--- src/rtl/core/nonuniform_scalar_quantizer_assert.svh ---
// Assertion macros for the quantizer. Both expect clk and arst_n in scope.
`ifndef NONUNIFORM_SCALAR_QUANTIZER_ASSERT_SVH
`define NONUNIFORM_SCALAR_QUANTIZER_ASSERT_SVH
`ifndef SYNTH
`define NSQ_ASSERT(label, prop, msg) \
	label: assert property (@(posedge clk) disable iff (!arst_n) prop) else $error(msg);
`define NSQ_ASSERT_NEVER(label, cond, msg) \
	label: assert property (@(posedge clk) disable iff (!arst_n) !(cond)) else $error(msg);
`else
`define NSQ_ASSERT(label, prop, msg)
`define NSQ_ASSERT_NEVER(label, cond, msg)
`endif
`endif

--- src/rtl/core/nsq_pkg.sv ---
`timescale 1ns / 1ps
package nsq_pkg;
	localparam int SAMPLE_WIDTH   = 16;
	localparam int MAX_LEVEL_BITS = 8;
	localparam int TABLE_DEPTH    = 1 << MAX_LEVEL_BITS;
	localparam int SQ_WIDTH       = 32;
	localparam int SUM_WIDTH      = 48;
	localparam int CNT_WIDTH      = 32;
	localparam int QUEUE_DEPTH    = 2;

	localparam logic [1:0] CMD_WRITE = 2'd0;
	localparam logic [1:0] CMD_QUANT = 2'd1;
	localparam logic [1:0] CMD_CLEAR = 2'd2;
	localparam logic [1:0] CMD_NOP   = 2'd3;

	localparam logic [1:0] REG_RANGE_MIN  = 2'd0;
	localparam logic [1:0] REG_RANGE_MAX  = 2'd1;
	localparam logic [1:0] REG_LEVEL_BITS = 2'd2;

	typedef struct packed {
		logic [1:0]                  command;
		logic [MAX_LEVEL_BITS-1:0]   level_select;
		logic [SAMPLE_WIDTH-1:0]     rep_value;
		logic [SAMPLE_WIDTH-1:0]     sample;
	} cmd_t;

	typedef struct packed {
		logic [MAX_LEVEL_BITS-1:0]   level_index;
		logic [SAMPLE_WIDTH-1:0]     quantized_value;
		logic                        out_of_range;
		logic [SQ_WIDTH-1:0]         squared_error;
		logic [SUM_WIDTH-1:0]        error_sum;
		logic [CNT_WIDTH-1:0]        sample_count;
	} result_t;

	typedef struct packed {
		logic [SAMPLE_WIDTH-1:0]     range_min;
		logic [SAMPLE_WIDTH-1:0]     range_max;
		logic [3:0]                  level_bits;
	} cfg_t;

	// Queue entry: command decoded into an operation plus the operands it needs.
	typedef struct packed {
		logic [1:0]                  op;
		logic [MAX_LEVEL_BITS-1:0]   sel;
		logic [SAMPLE_WIDTH-1:0]     value;
		logic [SAMPLE_WIDTH-1:0]     sample;
	} item_t;
endpackage

--- src/rtl/core/nsq_front.sv ---
`timescale 1ns / 1ps
`include "nonuniform_scalar_quantizer_assert.svh"
module nsq_front import nsq_pkg::*; (
	input  logic  clk,
	input  logic  arst_n,
	input  logic  start,
	output logic  busy,
	input  cmd_t  cmd,
	input  logic  pop,
	output logic  item_valid,
	output item_t item
);
	localparam int PW = $clog2(QUEUE_DEPTH);

	item_t                 entry_q [QUEUE_DEPTH];
	logic [PW-1:0]         wr_ptr_q;
	logic [PW-1:0]         rd_ptr_q;
	logic [PW:0]           count_q;
	logic                  push;
	item_t                 decoded;

	assign busy       = (count_q == (PW+1)'(QUEUE_DEPTH));
	assign push       = start && !busy;
	assign item_valid = (count_q != '0);
	assign item       = entry_q[rd_ptr_q];

	always_comb begin
		decoded.op     = cmd.command;
		decoded.sel    = cmd.level_select;
		decoded.value  = cmd.rep_value;
		decoded.sample = cmd.sample;
		case (cmd.command)
			CMD_WRITE: decoded.sample = '0;
			CMD_QUANT: begin
				decoded.sel   = '0;
				decoded.value = '0;
			end
			default: begin
				decoded.sel    = '0;
				decoded.value  = '0;
				decoded.sample = '0;
			end
		endcase
	end

	always_ff @(posedge clk) begin
		if (push) begin
			entry_q[wr_ptr_q] <= decoded;
		end
	end

	always_ff @(posedge clk or negedge arst_n) begin
		if (!arst_n) begin
			wr_ptr_q <= '0;
			rd_ptr_q <= '0;
			count_q  <= '0;
		end else begin
			if (push) begin
				wr_ptr_q <= wr_ptr_q + PW'(1);
			end
			if (pop) begin
				rd_ptr_q <= rd_ptr_q + PW'(1);
			end
			if (push && !pop) begin
				count_q <= count_q + (PW+1)'(1);
			end else if (pop && !push) begin
				count_q <= count_q - (PW+1)'(1);
			end
		end
	end

	`NSQ_ASSERT_NEVER(a_pop_empty, pop && !item_valid, "queue popped while empty")
	`NSQ_ASSERT(a_count_range, count_q <= (PW+1)'(QUEUE_DEPTH), "queue count overflow")
	`NSQ_ASSERT(a_full_valid, busy |-> item_valid, "queue full but reports no entry")
endmodule

--- config.mk ---
export PLATFORM = sky130hd
export DESIGN_NAME = nsq_front
export DESIGN_NICKNAME = d
export VERILOG_FILES = /design/src/rtl/core/nsq_pkg.sv /design/src/rtl/core/nsq_front.sv
export VERILOG_INCLUDE_DIRS = /design/src /design/src/rtl/core
export SDC_FILE = /design/constraint.sdc
export NUM_CORES = 1
export LEC_CHECK = 0
export BUFFER_PORTS_ARGS = -buffer_cell sky130_fd_sc_hd__buf_2
export CORE_MARGIN = 10
export CORE_UTILIZATION = 28
export DETAILED_ROUTE_END_ITERATION = 8
export GPL_TIMING_DRIVEN = 0
export PLACE_DENSITY_LB_ADDON = 0.3
export SYNTH_ARGS = -nofsm -noshare
export SYNTH_HDL_FRONTEND = slang
export SYNTH_SLANG_ARGS = --single-unit
--- constraint.sdc ---
create_clock -name clk -period 3.4 [get_ports clk]
set_input_delay 0.34 -clock clk [delete_from_list [all_inputs] [get_ports clk]]
set_output_delay 0.34 -clock clk [all_outputs]
set_load 0.05 [all_outputs]
* After elaboration in Yosys (flattened, before gate mapping) *
Memory sizes are Yosys's and may differ from the RTL's.
Index checks and enable logic that the tools add are counted.

word-level totals
  flip-flop bits (word level) = 4
  bits in writable memories = 84
  word-level logic and storage cells = 25
  memories = 1

memories
  memory   depth  bits a word  rd ports  clocked after memory_dff  write ports  line             RTL
  entry_q  2      42           1         0                         1            nsq_front.sv:15  item_t entry_q [QUEUE_DEPTH];

operators by class
  add/subtract/negate cells = 4
  equality and inequality tests = 2
  muxes and demuxes = 6
  reduce and logical (&&, ||, !) cells = 9

operator list
  operator             count
  $mux 24              1
  $mux 16              1
  $mux 2               2
  $reduce_bool 2->1    2
  $logic_and 1x1->1    3
  $logic_not 1->1      3
  $add 1x1->1 const B  2
  $add 2x1->2 const B  1
  $eq 2x1->1 const B   1
  $eq 2x2->1 const B   1
  $logic_not 2->1      1
  $mux 1               2
  $sub 2x1->2 const B  1

* Depth between registers and ports, before layout *
  word-level depth = 7
  mapped depth = 7

* Worst setup path before layout *
No wires, ideal clock.

  path type = reg-to-reg
  start point = register count_q[0]
  end point = memory entry_q[0][0] (netlist bit), enable pin
  data arrival time = 2391 ps
  data required time = 2959 ps
  slack = 568 ps
  stages on the path, launching flop included = 4
  buffers on the path = 0
  cell sequence = dfrtp_1 -> nand2b_1 -> nand2_1 -> nor2_1

between the ends
  longest elaborated chain between the ends = 5

ends and longest elaborated chain
  item                          line             RTL
  start: declaration            nsq_front.sv:18  logic [PW:0] count_q;
  start signal: assignment      nsq_front.sv:65  count_q <= count_q + (PW+1)'(1);
  start signal: assignment      nsq_front.sv:67  count_q <= count_q - (PW+1)'(1);
  $eq 2x2->1                    nsq_front.sv:22  assign busy = (count_q == (PW+1)'(QUEUE_DEPTH));
  $logic_not 1->1               nsq_front.sv:23  assign push = start && !busy;
  $logic_and 1x1->1             nsq_front.sv:23
  $mux 1                        nsq_front.sv:47  if (push) begin
  $mux 1 (implied by the code)  nsq_front.sv:48  entry_q[wr_ptr_q] <= decoded;
  end: declaration              nsq_front.sv:15

Every way passes these cells.

==> flow_metrics.env <==
export IMPL_maxSlewViolCount=0
export IMPL_clk_pin_slew_ns=0.06
export IMPL_die_h_um=135
export IMPL_die_w_um=135
export IMPL_synthesis_area_um2=3720
export IMPL_final_util=0.363
export IMPL_routed_via_count=1904
export IMPL_yosysUniqueCellTypes=19
export IMPL_layout_drive_gt1_share=0.521
export IMPL_critical_path_class="register to primary output"
export IMPL_crit_path_start_kind="register"
export IMPL_core_area_um2=13100
export IMPL_drt_pass1_iter_count=4
export IMPL_synthFlopType="edfxtp_1"
export IMPL_synth_warnings=0
export IMPL_synth_common_cells="84 x edfxtp_1, 40 x and2_1, 39 x mux2_4, 4 x buf_12, 4 x dfrtp_1"
export IMPL_setup_tns_ns=0
export IMPL_drc=0
export IMPL_drv_cap=0
export IMPL_antenna_cells=0
export IMPL_htree_levels=3
export IMPL_dieArea_um2=18300
export IMPL_fmax_mhz=532
export IMPL_routed_wl_um=7570
export IMPL_startpoint="rd_ptr_q"
export IMPL_r2r_setup_slack_ns=1.53
export IMPL_port_buffer_count=89
export IMPL_via_per_inst=3.97
export IMPL_cts_tree="done"
export IMPL_hold_violations=0
export IMPL_post_synth_top_count_cell="edfxtp_1"
export IMPL_clock_skew_ns=0.00517
export IMPL_holdCritPathClass="input port to register"
export IMPL_grt_max_degree=26
export IMPL_crit_required_ns=3.06
export IMPL_drtIter0Drc=43
export IMPL_place_area_um2=4430
export IMPL_ys_ff_latch=88
export IMPL_setup_viol=0
export IMPL_powerDensity_nw_per_um2=1010
export IMPL_ioPinCount=90
export IMPL_clkLatencyLatePin_ns=0.33
export IMPL_routedWlPerCell_um=15.8
export IMPL_leakage_nw=1.95
export IMPL_cts_buffers=9
export IMPL_grt_pass1_vias=2203
export IMPL_vdd_drop_max_mv=0.487
export IMPL_rsz0062_at_grt="false"
export IMPL_synth_area_top_cells="edfxtp_1 68%, mux2_4 16%, and2_1 6.7%"
export IMPL_synth_edf_count=84
export IMPL_worst_hold_slack_ns=0.211
export IMPL_max_slew_margin=0.524
export IMPL_antenna_found_initial=0
export IMPL_end_kind="primary output"
export IMPL_syn2layout_area_growth_pct=28.4
export IMPL_synth_top_area_frac=0.679
export IMPL_reg2regPathDepth=4
export IMPL_fp_row_count=42
export IMPL_yosysTopAreaCell="edfxtp_1"
export IMPL_grt_first_pass_wirelength_um=11900
export IMPL_post_cts_buffers=0
export IMPL_globalplace_congestion=0.656
export IMPL_grt_ovfl_total=0
export IMPL_period_minus_slack_ns=1.88
export IMPL_ant_nets=0
export IMPL_synth_nets=242
export IMPL_synthCells=195
export IMPL_grt_use_total=0.0852
export IMPL_clock_sinks=88
export IMPL_period_share=0.553
export IMPL_clockBufferDepth=2
export IMPL_synth_async_reset_ratio=0.0455
export IMPL_status="finished, final reports clean"
export IMPL_yosysSeqAreaShare=0.706
export IMPL_dp_hpwl_um=5360
export IMPL_cp_max_fo=10
export IMPL_start_util=0.283
export IMPL_fin_nets=345
export IMPL_fin_area_um2=4770
export IMPL_worst_pin_slew_ns=0.712
export IMPL_worstHoldStart="pop"
export IMPL_arrival_ns=1.54
export IMPL_syn_avg_cell_area_um2=19.1
export IMPL_clock_root_buffer="clkbuf_16"
export IMPL_holdPathStages=2
export IMPL_rr_startpoint="count_q[0]"
-- metal layers --
metal	global-route usage	vias to the layer above	routed length (um)
met5	0	-	0
met4	0.0377	0	125
met3	0.0323	5	477
met2	0.142	52	3820
met1	0.0949	927	3150
li1	-	920	-
-- through the flow --
stage / power (mW) / setup slack [ns] / std cells
2_1_floorplan: 3.33 / 0.568 / 195
3_3_place_gp: 3.76 / -0.837 / 460
3_5_place_dp: 3.80 / 1.46 / 462
4_1_cts: 4.92 / 1.44 / 479
5_1_grt: 5.04 / 1.34 / 479
6_report: 4.83 / 1.52 / 479
-- critical path, cell delays in order, from the launching register on --
cell     delay (ns)
dfrtp_1        0.34
buf_6          0.17
buf_12         0.17
mux2_4         0.31
buf_2          0.21
-- state kept, by name (all words and copies together) (netlist names) --
signal and flops:
count_q 2, entry_q 84, rd_ptr_q 1, wr_ptr_q 1
-- layout by cell type (no fill, tap or decap), drive strengths merged --
master,instances
dfrtp,4
buf,96
inv,3
bufinv,3
nand2,1
nor2,3
nand2b,1
and2,40
clkbuf,16
dlygate4sd3,1
ha,1
edfxtp,84
or2,1
and3,1
mux2,42
xor2,3
nor2b,1
xnor2,2
-- cells by family (layout without fill, tap and decap cells) --
family | count (synthesis) | after routing | share of synthesized area
mux | 42 | 42 | 0.167
buf+inv | 11 | 119 | 0.0316
xor+xnor | 5 | 5 | 0.0118
simple gates | 48 | 48 | 0.0808
flops | 88 | 88 | 0.706
fa+ha+maj | 1 | 1 | 0.00337
-- report_power, final --
| group | switching [mW] | leakage (nW) | internal (mW) | total (mW) |
|---|---|---|---|---|
| Clock | 0.377 | 0.158 | 0.720 | 1.10 |
| Combinational | 1.41 | 0.950 | 0.738 | 2.15 |
| Sequential | 0.0756 | 0.842 | 1.50 | 1.58 |
| Total | 1.87 | 1.95 | 2.96 | 4.83 |
-- layout make-up --
cell class	count	area (um2)
timing repair buffer	92	495
fill	1292	8370
multi-input combinational	96	985
buffer	8	106
clock inverter	3	90.1
sequential	88	2620
tap	176	220
inverter	3	11.3
clock buffer	13	240
-- path summary, 6_finish.rpt --
path | end
setup reg to reg | entry_q[0][21]
setup / recovery | item[39]
max in group asynchronous | count_q[0]
hold / removal | rd_ptr_q
hold reg to reg | count_q[1]
min in group asynchronous | count_q[1]
-- what timing repair did --
| item | CTS | global route |
|---|---|---|
| endpoints found under the hold margin | 4 | 0 |
| hold buffers | 1 | 0 |
| resized for setup | 0 | 0 |
| setup endpoints to repair | 0 | 0 |
Note: power is estimated with default switching activity, not from simulation.
